`config.mk`:
```
export PLATFORM = sky130hd
export DESIGN_NAME = qhc_front
export DESIGN_NICKNAME = d
export VERILOG_FILES = /design/src/hdl/qhc_pkg.sv /design/src/hdl/qhc_front.sv
export SDC_FILE = /design/constraint.sdc
export NUM_CORES = 2
export LEC_CHECK = 0
export BUFFER_PORTS_ARGS = -buffer_cell sky130_fd_sc_hd__buf_2
export CAP_MARGIN = 10
export CORE_ASPECT_RATIO = 1.25
export CORE_MARGIN = 2
export CORE_UTILIZATION = 60
export CTS_BUF_LIST = sky130_fd_sc_hd__clkbuf_2 sky130_fd_sc_hd__clkbuf_4 sky130_fd_sc_hd__clkbuf_8
export CTS_CLUSTER_SIZE = 8
export DETAILED_ROUTE_END_ITERATION = 12
export HOLD_SLACK_MARGIN = 0.03
export PLACE_DENSITY = 0.89
export RECOVER_POWER = 25
export SLEW_MARGIN = 0
export SYNTH_ARGS = -nofsm -noshare
export SYNTH_HDL_FRONTEND = slang
export SYNTH_SLANG_ARGS = --single-unit
```
`constraint.sdc`:
```
create_clock -name clk_i -period 2.51 [get_ports clk_i]
set_clock_uncertainty 0.1 [all_clocks]
set_input_delay 0.251 -clock clk_i [delete_from_list [all_inputs] [get_ports clk_i]]
set_output_delay 0.251 -clock clk_i [all_outputs]
set_load 0.01 [all_outputs]
```
`src/hdl/qhc_pkg.sv`:
```
package qhc_pkg;

  localparam int unsigned DefNumThresholds = 6;
  localparam int unsigned DefProfileSlots  = 12;
  localparam int unsigned DefCountWidth    = 32;
  localparam int unsigned MaxThresholds    = 6;
  localparam int unsigned QueueDepth       = 2;

  typedef enum logic [1:0] {
    FuncRecord = 2'd0,
    FuncRead   = 2'd1,
    FuncClear  = 2'd2
  } func_e;

  typedef enum logic [2:0] {
    RegRowTotal   = 3'd0,
    RegActiveThr  = 3'd1,
    RegThresholdA = 3'd2
  } reg_e;

  localparam logic [31:0] FixedLimit [4] = '{32'd500, 32'd1000, 32'd5000, 32'd10000};

  typedef struct packed {
    logic [1:0]               func;
    logic [6:0]               addr;
    logic [4:0]               bin;
    logic [1:0]               cls;
    logic                     bad;
    logic                     under;
    logic [MaxThresholds-1:0] hit;
    logic [3:0]               fix;
  } entry_t;

  typedef struct packed {
    logic [31:0] read_data;
    logic [3:0]  bin;
    logic [1:0]  cls;
    logic        bad;
  } result_t;

endpackage

```
`src/hdl/qhc_front.sv`:
```
module qhc_front import qhc_pkg::*; #(
  parameter int unsigned NumThresholds = DefNumThresholds,
  parameter int unsigned ProfileSlots  = DefProfileSlots
) (
  input  logic        clk_i,
  input  logic        rst_ni,
  input  logic        cfg_we_i,
  input  logic [2:0]  cfg_idx_i,
  input  logic [31:0] cfg_wdata_i,
  input  logic        push_i,
  output logic        full_o,
  input  logic [1:0]  func_i,
  input  logic [31:0] true_card_i,
  input  logic [31:0] est_card_i,
  input  logic [6:0]  counter_addr_i,
  output logic        ent_valid_o,
  output entry_t      ent_o,
  input  logic        ent_full_i
);

  logic [31:0] row_total_q;
  logic [2:0]  active_q;
  logic [31:0] thr_q [MaxThresholds];
  entry_t      ent_d, ent_q;
  logic        valid_q, adv;

  logic [31:0] a, b, hi, lo, rt;
  logic [2:0]  nact;
  logic        bad;
  logic [4:0]  bin;

  always_comb begin
    a    = (true_card_i == '0) ? 32'd1 : true_card_i;
    b    = (est_card_i == '0) ? 32'd1 : est_card_i;
    hi   = (a > b) ? a : b;
    lo   = (a > b) ? b : a;
    bad  = {6'd0, hi} > {5'd0, lo, 1'b0};
    bin  = 5'(ProfileSlots - 3);
    for (int i = ProfileSlots - 4; i >= 1; i--) begin
      if ({6'd0, hi} <= 38'(lo) * 38'(i + 2)) begin
        bin = 5'(i);
      end
    end
    if (!bad) begin
      bin = '0;
    end
    rt   = (row_total_q == '0) ? 32'd1 : row_total_q;
    nact = (active_q > 3'(NumThresholds)) ? 3'(NumThresholds) : active_q;

    ent_d       = '0;
    ent_d.func  = func_i;
    ent_d.addr  = counter_addr_i;
    ent_d.bin   = bin;
    ent_d.bad   = bad;
    ent_d.under = true_card_i > est_card_i;
    if (true_card_i < 32'd2) begin
      ent_d.cls = 2'd0;
    end else if (40'(true_card_i) * 40'd200 <= 40'(rt)) begin
      ent_d.cls = 2'd1;
    end else if (40'(true_card_i) * 40'd50 <= 40'(rt)) begin
      ent_d.cls = 2'd2;
    end else begin
      ent_d.cls = 2'd3;
    end
    for (int t = 0; t < MaxThresholds; t++) begin
      ent_d.hit[t] = (t < NumThresholds) && (3'(t) < nact) &&
                     (true_card_i > thr_q[t] || est_card_i > thr_q[t]);
    end
    for (int k = 0; k < 4; k++) begin
      ent_d.fix[k] = (true_card_i > FixedLimit[k]) && bad;
    end
  end

  assign full_o      = valid_q && ent_full_i;
  assign adv         = !full_o;
  assign ent_valid_o = valid_q;
  assign ent_o       = ent_q;

  always_ff @(posedge clk_i or negedge rst_ni) begin
    if (!rst_ni) begin
      row_total_q <= '0;
      active_q    <= '0;
      for (int t = 0; t < MaxThresholds; t++) begin
        thr_q[t] <= '0;
      end
      valid_q <= 1'b0;
    end else begin
      if (cfg_we_i) begin
        if (cfg_idx_i == RegRowTotal) begin
          row_total_q <= cfg_wdata_i;
        end else if (cfg_idx_i == RegActiveThr) begin
          active_q <= cfg_wdata_i[2:0];
        end else begin
          thr_q[cfg_idx_i - RegThresholdA] <= cfg_wdata_i;
        end
      end
      if (adv) begin
        valid_q <= push_i;
      end
    end
  end

  always_ff @(posedge clk_i) begin
    if (adv && push_i) begin
      ent_q <= ent_d;
    end
  end

endmodule

```
==> run summary, run 1 <==
outcome: stopped before the end
Failed at: 5_1_grt
tool error: [ERROR GRT-0116] Global routing finished with congestion. Check the congestion regions in the DRC Viewer.
H-tree depth: 2
post-synthesis sequential area ratio: 0.1534
FFs w/ async S/R, synth: 0.8941
mapped cell area: 42480 sq um
die width: 242.0 um
Rows: 109
Cells after Synth: 5082
maximum buffer depth of the clock tree: 3
Synth Warn #: 0
GRT overflow: 2961
synthesized area per cell: 8.359 sq um
leading area contributor after synthesis: ha_1
total CTS buffers: 47
initial core utilization: 0.6036
Root Buffer: clkbuf_8
GP Congestion: 1.150
Clock Sinks: 255
GRT Overall Usage: 0.9361
number of library cell types mapped by synthesis: 105
pre-CTS WS: -6.996 ns
largest cells by area after synthesis: ha_1 (32%), dfrtp_1 (13%), inv_1 (5.1%), o21ai_0 (4.6%), a21oi_1 (4.3%)
top cell type's share of synthesized area: 0.3160
vias in the first global route: 70070
largest net degree at the start of global routing: 80
I/O Pins: 143
syn nets: 6316
Post-synth EDFFs: 27
port bufs: 141
Post-DP HPWL: 155700 um
Die H: 301.5 um
global-route wire length before repair: 511300 um
dpl cells: 7209
ys flop type: dfrtp_1
Yosys reg bits: 255
==> metal layers <==
layer | global-route usage | overflow
met5 | 0.7693 | 26
met3 | 0.8568 | 198
met2 | 1.056 | 1760
met1 | 0.8786 | 174
met4 | 0.9982 | 803
==> kinds of logic after synthesis <==
kind of cell    count (synthesis)  synth area share
compound gates               1436            0.2157
xor+xnor                      172           0.03546
fa+ha+maj                    1129            0.3406
buf+inv                       708           0.06442
flops                         255            0.1534
mux                           163           0.04256
other cells                     1        0.00008828
simple gates                 1218            0.1477
==> stage by stage <==
step                      area [sq um]  hold slack (ns)
after floorplan                  43900          -0.1446
after detailed placement         53870           0.1848
after global placement           53870           0.1957
after CTS                        56820          0.06943
==> cells in the mapped netlist, types with 8 or more instances <==
master / n
and2_1: 19
o21bai_1: 23
o31ai_1: 30
nand2b_1: 76
mux2i_1: 22
mux2_2: 140
a21o_1: 232
xor2_1: 69
buf_1: 8
nor2_1: 216
nand3_1: 73
a22oi_1: 13
edfxtp_1: 27
dfrtp_1: 228
fa_1: 48
and3_1: 23
a211oi_1: 39
or2_2: 15
nor2b_1: 101
xnor2_1: 103
buf_2: 23
inv_1: 575
a21boi_0: 19
clkbuf_1: 86
o2111ai_1: 11
a31oi_1: 25
and4_1: 23
a21oi_1: 364
o21a_1: 70
a221oi_1: 9
nor3_1: 69
nor4_1: 43
a221o_1: 11
o221ai_1: 8
a311oi_1: 12
ha_1: 1073
o21ai_1: 15
a31o_2: 8
nand4_1: 201
nand2_1: 316
o22ai_1: 20
o21ai_0: 393
o211ai_1: 33
a2111oi_0: 9
==> what timing repair did <==
| action | CTS |
|---|---|
| gates resized for setup | 264 |
| setup buffers | 37 |
| hold buffers | 47 |
| pin swaps | 100 |
| gates cloned | 3 |
| endpoints found under the hold margin | 438 |
| setup endpoints to repair | 18 |
==> run 2: changes to the inputs <==
Settings changed: CORE_ASPECT_RATIO 1.25 to default, CORE_UTILIZATION 60 to 40, CTS_BUF_LIST sky130_fd_sc_hd__clkbuf_2 sky130_fd_sc_hd__clkbuf_4 sky130_fd_sc_hd__clkbuf_8 to default, CTS_CLUSTER_SIZE 8 to default, HOLD_SLACK_MARGIN 0.03 to default, PLACE_DENSITY 0.89 to default, PLACE_DENSITY_LB_ADDON from default to 0.15.
Clock period 2.51 ns to 3.3 ns, I/O delays scaled along.
==> run 2 against run 1 <==
  * The flow now finishes, with violations (max-capacitance violations, max-slew violations, negative setup slack)
  * Synthesized cell count did not move
  * Area after synthesis did not move
==> run summary, run 2 <==
global-route wire length before repair: 275300 um
via/cell ratio: 5.753
Final Hold Vio Count: 0
Post-Synth XOR/XNOR Area: 0.03546
Synth Area in Compound Gates: 0.2157
Synth Warn #: 0
clock power share: 0.116
initial antenna violation count: 2
Pleak: 29.43 nW
GP Congestion: 1.015
Setup violations, final: 11
Final Max Tran Viols: 151
Setup TNS Final: -39.75 ns
routed len/inst: 24.06 um
most common cell in the synthesized netlist: ha_1
Post-synth EDFFs: 27
total CTS buffers: 30
GRT Overall Usage: 0.3377
n_diodes: 0
Cell Int Power: 18.00 mW
Setup CP Type: in -> reg
top post-synthesis cells by count: ha_1 (1073), inv_1 (575), o21ai_0 (393)
GRT overflow: 0
largest cells by area after synthesis: ha_1 (32%), dfrtp_1 (13%), inv_1 (5.1%), o21ai_0 (4.6%), a21oi_1 (4.3%)
fmax: 122.7 MHz
Worst IR Drop VDD: 0.5699 mV
Psw: 14.54 mW
crit path time final: 8.153 ns
CP max FO: 8
Detail Route Antenna Nets: 0
Clock Sinks: 255
die width: 329.9 um
pre-CTS WS: -6.444 ns
leading area contributor after synthesis: ha_1
core box area: 105300 sq um
maximum buffer depth of the clock tree: 3
port bufs: 141
WHS: 0.02876 ns
fill cell count: 9744
post-synthesis sequential area ratio: 0.1534
Max Cap Violations: 3
RSZ-0062 raised after global routing: yes
CP endpoint kind: flip-flop
most frequent cells in the layout: buf_4 (1153), ha_1 (996), inv_1 (497), a21oi_1 (330), o21ai_0 (329)
Area after DPL: 54140 sq um
FFs w/ async S/R, synth: 0.8941
Min-Delay Path Class: in -> reg
Post-DP HPWL: 149700 um
Yosys reg bits: 255
simple-gate portion of the synthesized area: 0.1477
top cell type's share of synthesized area: 0.3160
DRC: 0
vias in the first global route: 44390
main combinational cell family by area after synthesis: adder cells
CTS clk-pin slew, worst paths: 0.06 ns
required time of the critical path: 3.65 ns
clock latency on the worst-skew pair: 0.63 ns
max incr delay on CP: 0.41 ns
synthesized area per cell: 8.359 sq um
number of library cell types mapped by synthesis: 105
failing checks: max-capacitance violations, max-slew violations, negative setup slack
Cells after Synth: 5082
Detailed Route Iter0 Violations: 3113
outcome: complete, but fails checks
Final WS setup: -4.853 ns
Final Cycle Share: 2.471
Largest Register: thr_q
switching part of the total: 0.4468
vias: 44930
mapped cell area: 42480 sq um
ratio of cells with drive above 1 in the final layout: 0.3121
PwrDens: 557.7 nW/um^2
slew margin rel.: -0.3973
Die H: 329.9 um
CTS tree: built
Pre-antenna DRT Iters: 7
max reg flops: 192
Nets: 7628
DIE AREA: 108800 sq um
CP Launch Type: primary input
slowest CP cell: o41ai_4
initial core utilization: 0.4035
mux cell area share after synthesis: 0.04256
H-tree depth: 1
ys flop type: dfrtp_1
I/O Pins: 143
largest net degree at the start of global routing: 71
Arrival @ worst endpoint: 8.50 ns
syn nets: 6316
worst-margin pin slew: 2.096 ns
adder-cell share of the synthesized area: 0.3406
R2R Setup Slk: 0.13 ns
Finished Cell Area: 58330 sq um
Rows: 119
most common cell after layout, fill and taps aside: buf_4
Seq pwr share: 0.127
combinational fraction of design power: 0.757
area growth from synthesis to layout: 37.31%
Total Routed Length: 187900 um
Root Buffer: clkbuf_16
-- run 2: cell counts after synthesis --
Identical to the previous run, type by type.
-- run 2: logic make-up after synthesis --
logic type	Yosys count
compound gates	1436
xor+xnor	172
fa+ha+maj	1129
buf+inv	708
flops	255
mux	163
other cells	1
simple gates	1218
-- run 2: critical path: cells and delay by family --
family / cells / cell delay, ns
xor+xnor: 2 / 0.28
buf+inv: 11 / 1.64
fa+ha+maj: 4 / 0.97
compound gates: 11 / 2.28
simple gates: 19 / 2.97
-- run 2: path summary, 6_finish.rpt --
kind                            startpoint               to  depth (start not counted)
min reg2reg                     thr_q[158]       thr_q[158]                          1
max in group asynchronous           rst_ni  row_total_q[31]                          3
max                        true_card_i[26]        ent_o[17]                         47
min                        cfg_wdata_i[18]       thr_q[178]                          3
max reg2reg                      thr_q[97]         ent_o[6]                         14
min in group asynchronous           rst_ni       thr_q[165]                          2
-- run 2: what timing repair did --
action	4_1_cts	5_1_grt
endpoints found under the hold margin	86	0
gates cloned	6	1
endpoints found under the setup margin	13	14
pin swaps	118	98
setup buffers	67	45
hold buffers	19	0
gates resized for setup	284	144
-- run 2: cell type report --
type                            count  area, sq um  share of cell area
Multi-Input combinational cell   4119        35600              0.6103
Timing Repair Buffer             1408        11090              0.1901
Tap cell                         1391         1740             0.02984
Sequential cell                   255         6516              0.1117
Inverter                          580         2287             0.03921
Clock buffer                       40        890.9             0.01527
Clock inverter                     16        207.7            0.003561
-- run 2: power by group through the flow --
stage / logic (mW) / clock network (mW) / registers (mW)
after floorplan: 13.1 / 0 / 4.09
after global placement: 22.5 / 0 / 4.15
after detailed placement: 22.8 / 0 / 4.17
after CTS: 23.8 / 3.85 / 4.11
after global routing: 27.0 / 3.95 / 4.19
final: 24.6 / 3.79 / 4.13
-- run 2: routing by layer --
layer / global-route usage / part of all wire / vias up
met5: 0 / 0.00013 / -
met4: 0.1931 / 0.068 / 4
met1: 0.4267 / 0.42 / 21650
met2: 0.5593 / 0.45 / 1572
met3: 0.03645 / 0.061 / 472
li1: - / - / 21230
-- run 2: metrics by stage --
stage                     utilization  instances  total power [mW]
final                          0.5541       7809             32.53
after global routing           0.5541       7809             35.19
after CTS                      0.5453       7765             31.78
after detailed placement       0.5143       7621             26.95
after global placement         0.5143       7621             26.65
after floorplan                     -       5082             17.24
Power figures use the tool's default switching activity.
