`src/hdl/qhc_pkg.sv`:
```
package qhc_pkg;

  localparam int unsigned DefNumThresholds = 6;
  localparam int unsigned DefProfileSlots  = 12;
  localparam int unsigned DefCountWidth    = 32;
  localparam int unsigned MaxThresholds    = 6;
  localparam int unsigned QueueDepth       = 2;

  typedef enum logic [1:0] {
    FuncRecord = 2'd0,
    FuncRead   = 2'd1,
    FuncClear  = 2'd2
  } func_e;

  typedef enum logic [2:0] {
    RegRowTotal   = 3'd0,
    RegActiveThr  = 3'd1,
    RegThresholdA = 3'd2
  } reg_e;

  localparam logic [31:0] FixedLimit [4] = '{32'd500, 32'd1000, 32'd5000, 32'd10000};

  typedef struct packed {
    logic [1:0]               func;
    logic [6:0]               addr;
    logic [4:0]               bin;
    logic [1:0]               cls;
    logic                     bad;
    logic                     under;
    logic [MaxThresholds-1:0] hit;
    logic [3:0]               fix;
  } entry_t;

  typedef struct packed {
    logic [31:0] read_data;
    logic [3:0]  bin;
    logic [1:0]  cls;
    logic        bad;
  } result_t;

endpackage

```
`src/hdl/qhc_fifo.sv`:
```
module qhc_fifo import qhc_pkg::*; #(
  parameter type         T     = entry_t,
  parameter int unsigned Depth = QueueDepth
) (
  input  logic clk_i,
  input  logic rst_ni,
  input  logic push_i,
  input  T     wdata_i,
  output logic full_o,
  input  logic pop_i,
  output T     rdata_o,
  output logic empty_o
);

  localparam int unsigned PtrW = (Depth > 1) ? $clog2(Depth) : 1;
  localparam int unsigned CntW = $clog2(Depth + 1);

  T              mem_q [Depth];
  logic [PtrW-1:0] wptr_q, rptr_q;
  logic [CntW-1:0] cnt_q;
  logic            do_push, do_pop;

  assign full_o  = (cnt_q == CntW'(Depth));
  assign empty_o = (cnt_q == '0);
  assign do_push = push_i && !full_o;
  assign do_pop  = pop_i && !empty_o;
  assign rdata_o = mem_q[rptr_q];

  always_ff @(posedge clk_i or negedge rst_ni) begin
    if (!rst_ni) begin
      wptr_q <= '0;
      rptr_q <= '0;
      cnt_q  <= '0;
    end else begin
      if (do_push) begin
        wptr_q <= (wptr_q == PtrW'(Depth - 1)) ? '0 : wptr_q + 1'b1;
      end
      if (do_pop) begin
        rptr_q <= (rptr_q == PtrW'(Depth - 1)) ? '0 : rptr_q + 1'b1;
      end
      if (do_push && !do_pop) begin
        cnt_q <= cnt_q + 1'b1;
      end else if (do_pop && !do_push) begin
        cnt_q <= cnt_q - 1'b1;
      end
    end
  end

  always_ff @(posedge clk_i) begin
    if (do_push) begin
      mem_q[wptr_q] <= wdata_i;
    end
  end

endmodule

```
`config.mk`:
```
export PLATFORM = sky130hd
export DESIGN_NAME = qhc_fifo
export DESIGN_NICKNAME = d
export VERILOG_FILES = /design/src/hdl/qhc_pkg.sv /design/src/hdl/qhc_fifo.sv
export SDC_FILE = /design/constraint.sdc
export NUM_CORES = 1
export LEC_CHECK = 0
export BUFFER_PORTS_ARGS = -buffer_cell sky130_fd_sc_hd__buf_2
export CORE_MARGIN = 1.5
export CORE_UTILIZATION = 55
export CTS_CLUSTER_DIAMETER = 120
export DETAILED_ROUTE_END_ITERATION = 10
export MAX_ROUTING_LAYER = met4
export PLACE_DENSITY_LB_ADDON = 0.3
export SLEW_MARGIN = 20
export SYNTH_ARGS = -nofsm -noshare
export SYNTH_HDL_FRONTEND = slang
export SYNTH_SLANG_ARGS = --single-unit
export TNS_END_PERCENT = 5
```
`constraint.sdc`:
```
create_clock -name clk_i -period 5.9 [get_ports clk_i]
set_input_delay 0.885 -clock clk_i [delete_from_list [all_inputs] [get_ports clk_i]]
set_output_delay 0.885 -clock clk_i [all_outputs]
set_load 0.05 [all_outputs]
```
# == Word-level counts from Yosys, hierarchy flattened ==
# Memories as Yosys holds them, arrays and structs flattened.
# Index checks and enable logic that the tools add are counted.
# op_classes
n_addsub,4
mul,0
div_mod_pow,0
magnitude_cmp,0
n_eq_ne,1
shift,0
mux,6
bitwise_logic,0
reduce_logical,10
# op_table
op,count
$logic_and 1x1->1,4
$logic_not 1->1,4
$mux 1,4
$mux 2,2
$add 1x1->1 const B,2
$add 2x1->2 const B,1
$eq 2x2->1 const B,1
$logic_not 2->1,1
$reduce_bool 2->1,1
$sub 2x1->2 const B,1
# word_totals
regBits,4
latchBits,0
ramBits,56
mem_bits_ro,0
inputBits,32
elab_cells,25
n_memories,1
# memory_table
memory,depth,word_bits,read_ports,rd_ports_with_merged_regs,write_ports,line,text
mem_q,2,28,1,0,1,qhc_fifo.sv:18,T mem_q [Depth];

# == Depth between registers and ports, before layout ==
# Gate-level depths: netlist of the first run.
# logic_depth
ltp_word,7
mapped_depth,7

# == Worst setup path after synthesis of the first run ==
# Ideal clock, no wire load.
# synth_timing
path_type,in2reg
from,in push_i
to,mem mem_q[0][0] in the netlist's numbering (enable)
t_arrival_ns,2.163
slack_ns,3.324
path_stages,2
n_path_buf,0
cell_sequence,nand2_1 > nor2_1
# synth_between
elab_chain_cells,3
# synth_lines
element,line,text
from (decl),qhc_fifo.sv:7,"input logic push_i,"
$logic_and 1x1->1,qhc_fifo.sv:25,assign do_push = push_i && !full_o;
$mux 1,qhc_fifo.sv:50,if (do_push) begin
$mux 1 (implied by the code),qhc_fifo.sv:51,mem_q[wptr_q] <= wdata_i;
to (decl),qhc_fifo.sv:18,
# Every way passes these cells.

==> results of run 1 <==
[kinds of logic (layout without fill, tap and decap cells)]
family / after synthesis / count (layout) / share of synthesized area (%)
flip-flops: 60 / 60 / 78.7
AO/OA/AOI/OAI: 1 / 1 / 0.221
buffers and inverters: 5 / 82 / 1.82
multiplexers: 28 / 28 / 15.6
XOR/XNOR: 5 / 5 / 1.93
AND/OR/NAND/NOR: 6 / 6 / 1.22
adder cells (fa/ha/maj): 1 / 1 / 0.552
[cell type report]
| type | count | area share, % |
|---|---|---|
| tap | 50 | 2.21 |
| clock inverter | 6 | 2.79 |
| clock buffer | 10 | 4.51 |
| timing repair buffer | 64 | 11.6 |
| sequential | 60 | 63.0 |
| multi-input combinational | 41 | 15.7 |
| inverter | 2 | 0.265 |
[routing by layer]
metal / GRT usage [%] / vias to the layer above / share of wire [%]
li1: - / 556 / -
met1: 19.0 / 583 / 38
met2: 30.9 / 43 / 53
met3: 8.33 / 8 / 7.0
met4: 9.18 / 0 / 1.8
met5: - / - / 0
[path summary, 6_finish.rpt]
check | from | slack (ns) | cells past startpoint | to
max | rptr_q$_DFFE_PN0P_ | 3.06 | 3 | rdata_o[20]
max in group asynchronous | rst_ni | 5.42 | 1 | wptr_q$_DFFE_PN0P_
min | rst_ni | 0.36 | 1 | cnt_q[1]$_DFFE_PN0P_
min in group clk_i | cnt_q[1]$_DFFE_PN0P_ | 0.55 | 1 | cnt_q[1]$_DFFE_PN0P_
max reg2reg | cnt_q[0]$_DFFE_PN0P_ | 4.03 | 4 | mem_q[0][0]$_DFFE_PP_
min reg2reg | cnt_q[1]$_DFFE_PN0P_ | 0.55 | 1 | cnt_q[1]$_DFFE_PN0P_
[cell usage after synthesis]
cell	count	area (µm²)
edfxtp_1	56	1680
mux2_2	18	203
mux2_4	10	150
dfrtp_1	4	100
nor2_1	3	11.3
xnor2_1	3	26.3
inv_1	2	7.51
xor2_1	2	17.5
and3_1	1	6.26
buf_4	1	7.51
buf_6	1	11.3
buf_8	1	15.0
ha_1	1	12.5
nand2_1	1	3.75
nand2b_1	1	6.26
o21ai_1	1	5.00
[report_power, final]
group,internal [W],switching (W)
Clock,0.000233,0.000143
Sequential,0.000585,0.0000490
Combinational,0.000213,0.000491
[flip-flops by register name, indices dropped and copies added, names as in the netlist]
name    count
mem_q      56
cnt_q       2
rptr_q      1
wptr_q      1
[per-stage QoR]
| step | hold WS, ns | util [%] | setup slack, ns | total power [W] |
|---|---|---|---|---|
| 2_1_floorplan | 0.461 | - | 3.32 | 0.00122 |
| 3_3_place_gp | 0.500 | 66.1 | 3.47 | 0.00133 |
| 3_5_place_dp | 0.532 | 66.1 | 3.40 | 0.00135 |
| 4_1_cts | 0.338 | 71.3 | 3.03 | 0.00173 |
| 5_1_grt | 0.338 | 71.3 | 2.96 | 0.00179 |
| 6_report | 0.355 | 71.3 | 3.06 | 0.00171 |
==> run summary, run 1 <==
Final Setup Violations -> 0
FF/Latch Area -> 1780 µm²
Syn-to-layout area delta -> 25.0%
Filler Cell Count -> 273
Dpl cell area -> 2620 µm²
CTS tree -> yes
Number of global-route vias before repair -> 1235
Slew HR -> 64.1%
H-Tree Depth -> 3
Worst skew pair latency -> 0.33 ns
Placed cells -> 217
Fraction of layout cells with a size suffix above 1 -> 57.4%
Max Fclk -> 0.352 GHz
Routed via count -> 1190
Commonest cells after routing, fill and taps aside -> buf_2 (61), edfxtp_1 (56), mux2_2 (18)
Syn Inst Count -> 106
Largest net degree at the start of global routing -> 26
Initial drt markers -> 64
Kind of critical path -> reg2out
Gpl congestion -> 0.696
Fin Setup TNS -> 0 ns
Hold Fails Final Rpt -> 0
VDD IR-drop max -> 0.377 mV
Post-CTS Hold Buffers -> 0
Clk root buf -> clkbuf_8
Slew @ Worst Pin -> 0.538 ns
Final worst path period share -> 48.1%
CP max stage delay -> 0.62 ns
Std cell rows -> 23
CTS buffer count -> 9
Most common cell after layout, fill and taps aside -> buf_2
GRT Total Usage -> 18.8%
Die Width -> 67.2 µm
Antenna-violating nets left -> 0
Die area -> 4510 µm²
Slew Limit Fails -> 0
Buf/Inv on CP -> 2
Footprint of the multi-input gates -> 444 µm²
Setup crit end kind -> primary output
LEAKAGE -> 1.13 nW
Detailed Place HPWL -> 2530 µm
Drt drc -> 0
First-pass DRT Iterations -> 4
Critical-path top delay cell -> dfrtp_1
Core Area -> 3970 µm²
Mapped Nets -> 139
Final instance area -> 2830 µm²
Max Cap Viol -> 0
Clock-pin transition on the worst setup and hold timing paths -> 0.06 ns
First-pass GRT wire length -> 5490 µm
Initial antenna violation count -> 0
Cell family with most CP delay -> flip-flops
Power Density -> 605 nW/µm²
Worst setup SP type -> flop
Unrepaired setup endpoints after global routing -> false
Crit path required time -> 5.02 ns
Seq/Total Area, Yosys -> 78.7%
Post CTS Setup Buffer Count -> 0
CP Max Fanout -> 19
Final std cells w/o fill -> 233
N_diodes -> 0
Crit path time final -> 2.84 ns
Port Buffers -> 61
Synth warn -> 0
Status -> finished, final reports clean
CTS sink cnt -> 60
GRT overflow -> 0
DR WL/cell -> 15.3 µm
Worst path cell trace -> buf_4, mux2_2, buf_2
Cts repair resizes -> 0
#FFs+latches synth -> 60
CTS max path bufs -> 2
Worst Hold Class -> in2async
IO Count -> 62
Mapped Area -> 2260 µm²
Syn_area_per_cell -> 21.4 µm²
Synth cell types -> 16
NumNets Final -> 211
WP data arrival -> 1.95 ns
Die height -> 67.2 µm
Clock skew -> 0.00385 ns
Total Wirelength -> 3570 µm
Initial Utilization -> 57.0%
Drt via density -> 5.11
(Power assumes the default switching activity.)
==> run 2: changes to the inputs <==
Settings changed: CORE_UTILIZATION 55 to 51.
Clock period 5.9 ns to 2.8 ns, I/O delays scaled along.
==> run summary, run 2 (synthesized netlist as in run 1, its figures left out) <==
Syn-to-layout area delta -> 23.5%
Final WS setup -> 0.681 ns (-2.38 ns)
IO Count -> 62 (unchanged)
Most common cell after layout, fill and taps aside -> buf_2
Commonest cells after routing, fill and taps aside -> buf_2 (61), edfxtp_1 (56), mux2_2 (18)
Initial antenna violation count -> 0 (unchanged)
FF/Latch Area -> 1780 µm² (unchanged)
Die area -> 4850 µm² (+7.5%)
CP Max Fanout -> 22 (+3)
Setup crit end kind -> primary output
WP data arrival -> 1.70 ns (-0.25 ns)
Kind of critical path -> reg2out
Antenna-violating nets left -> 0 (unchanged)
Initial drt markers -> 57 (-11%)
CTS max path bufs -> 2 (unchanged)
Clock skew -> 0.00437 ns (+0.000524 ns)
Tot Pwr -> 0.00343 W (+100%)
Footprint of the multi-input gates -> 444 µm² (unchanged)
DR WL/cell -> 15.3 µm (-0.32%)
Worst setup SP type -> flop
Power Density -> 1230 nW/µm² (+100%)
CTS tree -> yes
GRT overflow -> 0 (unchanged)
Max Fclk -> 0.472 GHz
H-Tree Depth -> 3 (unchanged)
Std cell rows -> 24 (+4.3%)
Crit path time final -> 2.12 ns
CTS sink cnt -> 60 (unchanged)
NumNets Final -> 212 (+0.47%)
Comb power frac -> 43.9% (+2.8 points)
Sw frac -> 41.6% (+1.8 points)
Top Registers -> mem_q x56, cnt_q x2
Port Buffers -> 61 (unchanged)
Unrepaired setup endpoints after global routing -> false
CTS buffer count -> 9 (unchanged)
Largest register FFs -> 56 (unchanged)
Total Wirelength -> 3590 µm (+0.53%)
Die height -> 69.6 µm (+3.7%)
Cts repair resizes -> 0 (unchanged)
Max Cap Viol -> 0 (unchanged)
Worst Hold Class -> in2reg
First-pass DRT Iterations -> 4 (unchanged)
Hold Path Origin -> wdata_i[5]
GRT Total Usage -> 16.7% (-2.1 points)
Drt via density -> 4.95 (-3.0%)
VDD IR-drop max -> 0.666 mV (+76%)
Die Width -> 69.6 µm (+3.7%)
Clock-pin transition on the worst setup and hold timing paths -> 0.06 ns (about the same)
CP Launch Point -> rptr_q$_DFFE_PN0P_
Core Area -> 4320 µm² (+8.9%)
N_diodes -> 0 (unchanged)
Worst skew pair latency -> 0.32 ns (about the same)
Worst hold slack -> 0.284 ns (-0.0705 ns)
Slew HR -> 74.4% (+10 points)
Crit path required time -> 2.38 ns (-2.64 ns)
Switch Pwr -> 0.00143 W (+110%)
Int Pwr -> 0.00200 W (+94%)
Routed via count -> 1164 (-2.2%)
Drt drc -> 0 (unchanged)
Gpl congestion -> 0.699 (+0.46%)
Final Setup Violations -> 0 (unchanged)
Fin Setup TNS -> 0 ns (unchanged)
Slew Limit Fails -> 0 (unchanged)
Worst reg2reg path startpoint -> cnt_q[0]$_DFFE_PN0P_
Pre-CTS setup slack -> 1.01 ns (-2.39 ns)
Sequential power share -> 38.7% (+1.7 points)
Clk root buf -> clkbuf_8
LEAKAGE -> 1.12 nW (-1.3%)
Initial Utilization -> 52.4% (-4.7 points)
Clk pwr share -> 17.4% (-4.5 points)
Status -> finished, final reports clean
Largest net degree at the start of global routing -> 29 (+12%)
Slew @ Worst Pin -> 0.384 ns (-0.154 ns)
Filler Cell Count -> 327 (+20%)
Hold Fails Final Rpt -> 0 (unchanged)
Fraction of layout cells with a size suffix above 1 -> 56.3% (-1.1 points)
Reg with most FFs -> mem_q
Final worst path period share -> 75.7%
Number of global-route vias before repair -> 1270 (+2.8%)
First-pass GRT wire length -> 5710 µm (+4.0%)
Detailed Place HPWL -> 2420 µm (-4.3%)
## run 2: cell types whose count changed in the layout (fill, tap and decap cells not counted)
cell | before | now
bufinv_16 | 2 | 0
clkinv_1 | 3 | 4
dlygate4sd3_1 | 0 | 1
clkinvlp_4 | 1 | 0
buf_4 | 3 | 2
buf_12 | 0 | 1
clkinv_2 | 0 | 1
## run 2: worst paths after layout
check / to / slack [ns] / cells past startpoint
max: rdata_o[13] / 0.68 / 3
min: mem_q[0][5]$_DFFE_PP_ / 0.28 / 1
max reg2reg: mem_q[1][23]$_DFFE_PP_ / 1.11 / 3
min reg2reg: wptr_q$_DFFE_PN0P_ / 0.52 / 1
max in group asynchronous: cnt_q[0]$_DFFE_PN0P_ / 2.23 / 2
min in group asynchronous: wptr_q$_DFFE_PN0P_ / 0.44 / 2
## run 2: layout make-up
type                       count  share of cell area [%]
tap                           52                    2.33
sequential                    60                    63.7
inverter                       2                   0.268
timing repair buffer          65                    12.5
clock buffer                  10                    4.56
multi-input combinational     41                    15.9
clock inverter                 5                   0.716
## run 2: worst max-delay path, stage by stage, from the launching register on
cell,delay [ns]
dfrtp_1,0.57
buf_12,0.24
mux2_2,0.35
buf_2,0.21
## run 2: repair_timing
item | 4_1_cts | 5_1_grt
setup endpoints to repair | 0 | 0
setup buffers | 0 | 0
hold buffers | 1 | 0
endpoints found under the hold margin | 4 | 0
## run 2: per-layer routing
layer | vias up | share of wire, % | wire [µm] | GRT usage (%)
met2 | 42 | 51 | 1820 | 25.5
li1 | 550 | - | - | -
met5 | - | 0 | 0 | -
met1 | 559 | 41 | 1470 | 18.3
met3 | 13 | 5.0 | 180 | 5.52
met4 | 0 | 3.3 | 119 | 12.0
## run 2: stage by stage
step | instances | instance area, µm² | utilization (%)
final | 235 | 2800 | 64.7
after global routing | 235 | 2800 | 64.7
after CTS | 235 | 2800 | 64.7
after detailed placement | 219 | 2640 | 61.0
after global placement | 219 | 2640 | 61.0
after floorplan | 106 | 2260 | -
## run 2: power by group through the flow
stage          clock network [W]  registers (W)  logic (W)
2_1_floorplan                  0        0.00131    0.00127
3_3_place_gp                   0        0.00133    0.00151
3_5_place_dp                   0        0.00135    0.00152
4_1_cts                 0.000618        0.00133    0.00153
5_1_grt                 0.000648        0.00135    0.00158
6_report                0.000597        0.00133    0.00151
==> run 3: changes to the inputs <==
Settings changed: ABC_AREA set to 1, CORE_UTILIZATION 51 to 46.
Clock period 2.8 ns to 1.8 ns, I/O delays scaled along.
==> run summary, run 3 <==
Status -> finished, final reports clean
Seq/Total Area, Yosys -> 78.2% (-0.48 points)
Hold path depth -> 1 (unchanged)
H-Tree Depth -> 3 (unchanged)
WP data arrival -> 1.42 ns (-0.28 ns)
Hold Path Origin -> wdata_i[7]
FF-to-FF setup slack -> 0.38 ns (-0.73 ns)
Syn-to-layout area delta -> 24.3%
FFs w/ async S/R, synth -> 6.67% (unchanged)
Most instantiated library cell after synthesis -> nand2_1
Syn_area_per_cell -> 12.8 µm² (-40%)
Std cell rows -> 25 (+4.2%)
Yosys top cell area share -> 73.8% (-0.45 points)
Placed cells -> 306 (+40%)
Filler Cell Count -> 422 (+29%)
Mapped Nets -> 211 (+52%)
Worst skew pair latency -> 0.32 ns (about the same)
Final std cells w/o fill -> 322 (+37%)
Mapped Area -> 2280 µm² (+0.61%)
First-pass GRT wire length -> 6240 µm (+9.3%)
Routed via count -> 1437 (+23%)
Initial drt markers -> 103 (+81%)
Footprint of the multi-input gates -> 422 µm² (-5.1%)
Setup crit end kind -> primary output
Slew @ Worst Pin -> 0.351 ns (-0.0336 ns)
Commonest cells after routing, fill and taps aside -> nand2_1 (93), buf_2 (61), edfxtp_1 (56)
Reg2Reg Depth -> 6 (+3)
CTS sink cnt -> 60 (unchanged)
Hold Fails Final Rpt -> 0 (unchanged)
Gpl congestion -> 0.736 (+5.2%)
Largest cells by area after synthesis -> edfxtp_1 (74%), nand2_1 (15%), dfrtp_1 (4.4%), inv_1 (1.2%), buf_6 (0.99%)
Hold Path Sink -> mem_q[1][7]$_DFFE_PP_
Number of global-route vias before repair -> 1411 (+11%)
Final instance area -> 2830 µm² (+1.3%)
Port Buffers -> 61 (unchanged)
Die Width -> 73.4 µm (+5.4%)
CTS max path bufs -> 2 (unchanged)
Largest register FFs -> 56 (unchanged)
Core Area -> 4750 µm² (+10%)
Slew HR -> 76.4% (+2.0 points)
Worst r2r dst -> mem_q[0][25]$_DFFE_PP_
Reg with most FFs -> mem_q
Post CTS Setup Buffer Count -> 0 (unchanged)
DR WL/cell -> 12.1 µm (-21%)
Final Setup Violations -> 0 (unchanged)
Synth warn -> 0 (unchanged)
Crit path time final -> 1.69 ns
Top Registers -> mem_q x56, cnt_q x2
Clk root buf -> clkbuf_8
Syn Inst Count -> 178 (+68%)
Worst Hold Class -> in2reg
Cell taking the most area after synthesis -> edfxtp_1
Fraction of layout cells with a size suffix above 1 -> 32.2% (-24 points)
Drt via density -> 4.46 (-9.9%)
Die area -> 5380 µm² (+11%)
CTS tree -> yes
GRT Total Usage -> 17.0% (+0.30 points)
Initial Utilization -> 47.9% (-4.5 points)
Commonest cells post-synth -> nand2_1 (93), edfxtp_1 (56), inv_1 (7)
Crit path required time -> 1.53 ns (-0.85 ns)
NumNets Final -> 284 (+34%)
Synth cell types -> 16 (unchanged)
Die height -> 73.4 µm (+5.4%)
EDFF count, synth -> 56 (unchanged)
Worst hold slack -> 0.133 ns (-0.152 ns)
IO Count -> 62 (unchanged)
Largest net degree at the start of global routing -> 30 (+3.4%)
Initial antenna violation count -> 0 (unchanged)
First-pass DRT Iterations -> 4 (unchanged)
Worst setup SP type -> flop
CTS buffer count -> 9 (unchanged)
Max Cap Viol -> 0 (unchanged)
Clock skew -> 0.00511 ns (+0.000735 ns)
Max Fclk -> 0.592 GHz
FF/Latch Area -> 1780 µm² (unchanged)
Slew Limit Fails -> 0 (unchanged)
Clock-pin transition on the worst setup and hold timing paths -> 0.06 ns (about the same)
N_diodes -> 0 (unchanged)
Worst reg2reg path startpoint -> cnt_q[1]$_DFFE_PN0P_
Most used DFF post-synth -> edfxtp_1
Unrepaired setup endpoints after global routing -> true
CP Max Fanout -> 29 (+32%)
Most common cell after layout, fill and taps aside -> nand2_1
Kind of critical path -> reg2out
Total Wirelength -> 3900 µm (+8.5%)
Detailed Place HPWL -> 2490 µm (+2.8%)
GRT overflow -> 0 (unchanged)
Drt drc -> 0 (unchanged)
Dpl cell area -> 2670 µm² (+1.1%)
Antenna-violating nets left -> 0 (unchanged)
Final worst path period share -> 93.9%
#FFs+latches synth -> 60 (unchanged)
run 3: cell count changes in the layout (fill, tap and decap cells not counted), sizes merged, moves of 2 or more:
cell,change
buf,+3
xnor2,-2
xor2,-2
mux2,-28
nand2,+92
inv,+6
run 3: cell type report:
type | count | share of cell area [%]
inverters | 8 | 1.15
clock inverters | 4 | 0.618
clock buffers | 11 | 4.64
repair buffers | 68 | 12.9
flip-flops and latches | 60 | 62.9
multi-input cells | 104 | 14.9
well taps | 67 | 2.96
run 3: repair_timing:
item,4_1_cts,5_1_grt
setup endpoints to repair,28,27
resized for setup,1,1
endpoints found under the hold margin,4,0
hold buffers,1,0
run 3: how the worst max path moves through the flow:
stage                              start                     to  cells after the start
floorplan           cnt_q[0]$_DFFE_PN0P_  mem_q[0][0]$_DFFE_PP_                      4
global placement      rptr_q$_DFFE_PN0P_             rdata_o[5]                      4
detailed placement    rptr_q$_DFFE_PN0P_            rdata_o[24]                      4
CTS                   rptr_q$_DFFE_PN0P_            rdata_o[26]                      4
global route          rptr_q$_DFFE_PN0P_             rdata_o[5]                      4
finish                rptr_q$_DFFE_PN0P_             rdata_o[5]                      4
run 3: kinds of logic (layout without fill, tap and decap cells):
family | after synthesis | count (layout) | share of synthesized area (%)
buffers and inverters | 14 | 91 | 3.40
xor gates and xnor gates | 1 | 1 | 0.384
AOI/OAI and AO/OA | 2 | 2 | 0.439
DFF | 60 | 60 | 78.2
and+or+nand+nor | 100 | 100 | 17.0
adders and majority gates | 1 | 1 | 0.549
run 3: critical path, stage by stage, from the launching register on:
cell and delay [ns]:
dfrtp_1 0.40, buf_6 0.26, nand2_1 0.08, nand2_1 0.08
buf_2 0.26
run 3: per-stage QoR:
stage / setup TNS [ns] / setup slack, ns / util, %
2_1_floorplan: 0 / 0.0242 / -
3_3_place_gp: 0 / 0.329 / 56.1
3_5_place_dp: 0 / 0.326 / 56.1
4_1_cts: 0 / 0.000374 / 59.5
5_1_grt: -0.00778 / -0.00560 / 59.6
6_report: 0 / 0.110 / 59.6
run 3: layer usage:
layer  routed length [µm]  vias up  GRT usage, %  share of wire, %
met5                    0        -             -                 0
met4                   34        0          8.02              0.87
met2                 1990       36          27.8                51
met3                  186        4          5.90               4.8
li1                     -      735             -                 -
met1                 1680      662          18.6                43
Power of run 3 is not shown: default switching activity piles up to over one toggle a cycle in this logic, so the estimate is an artifact.
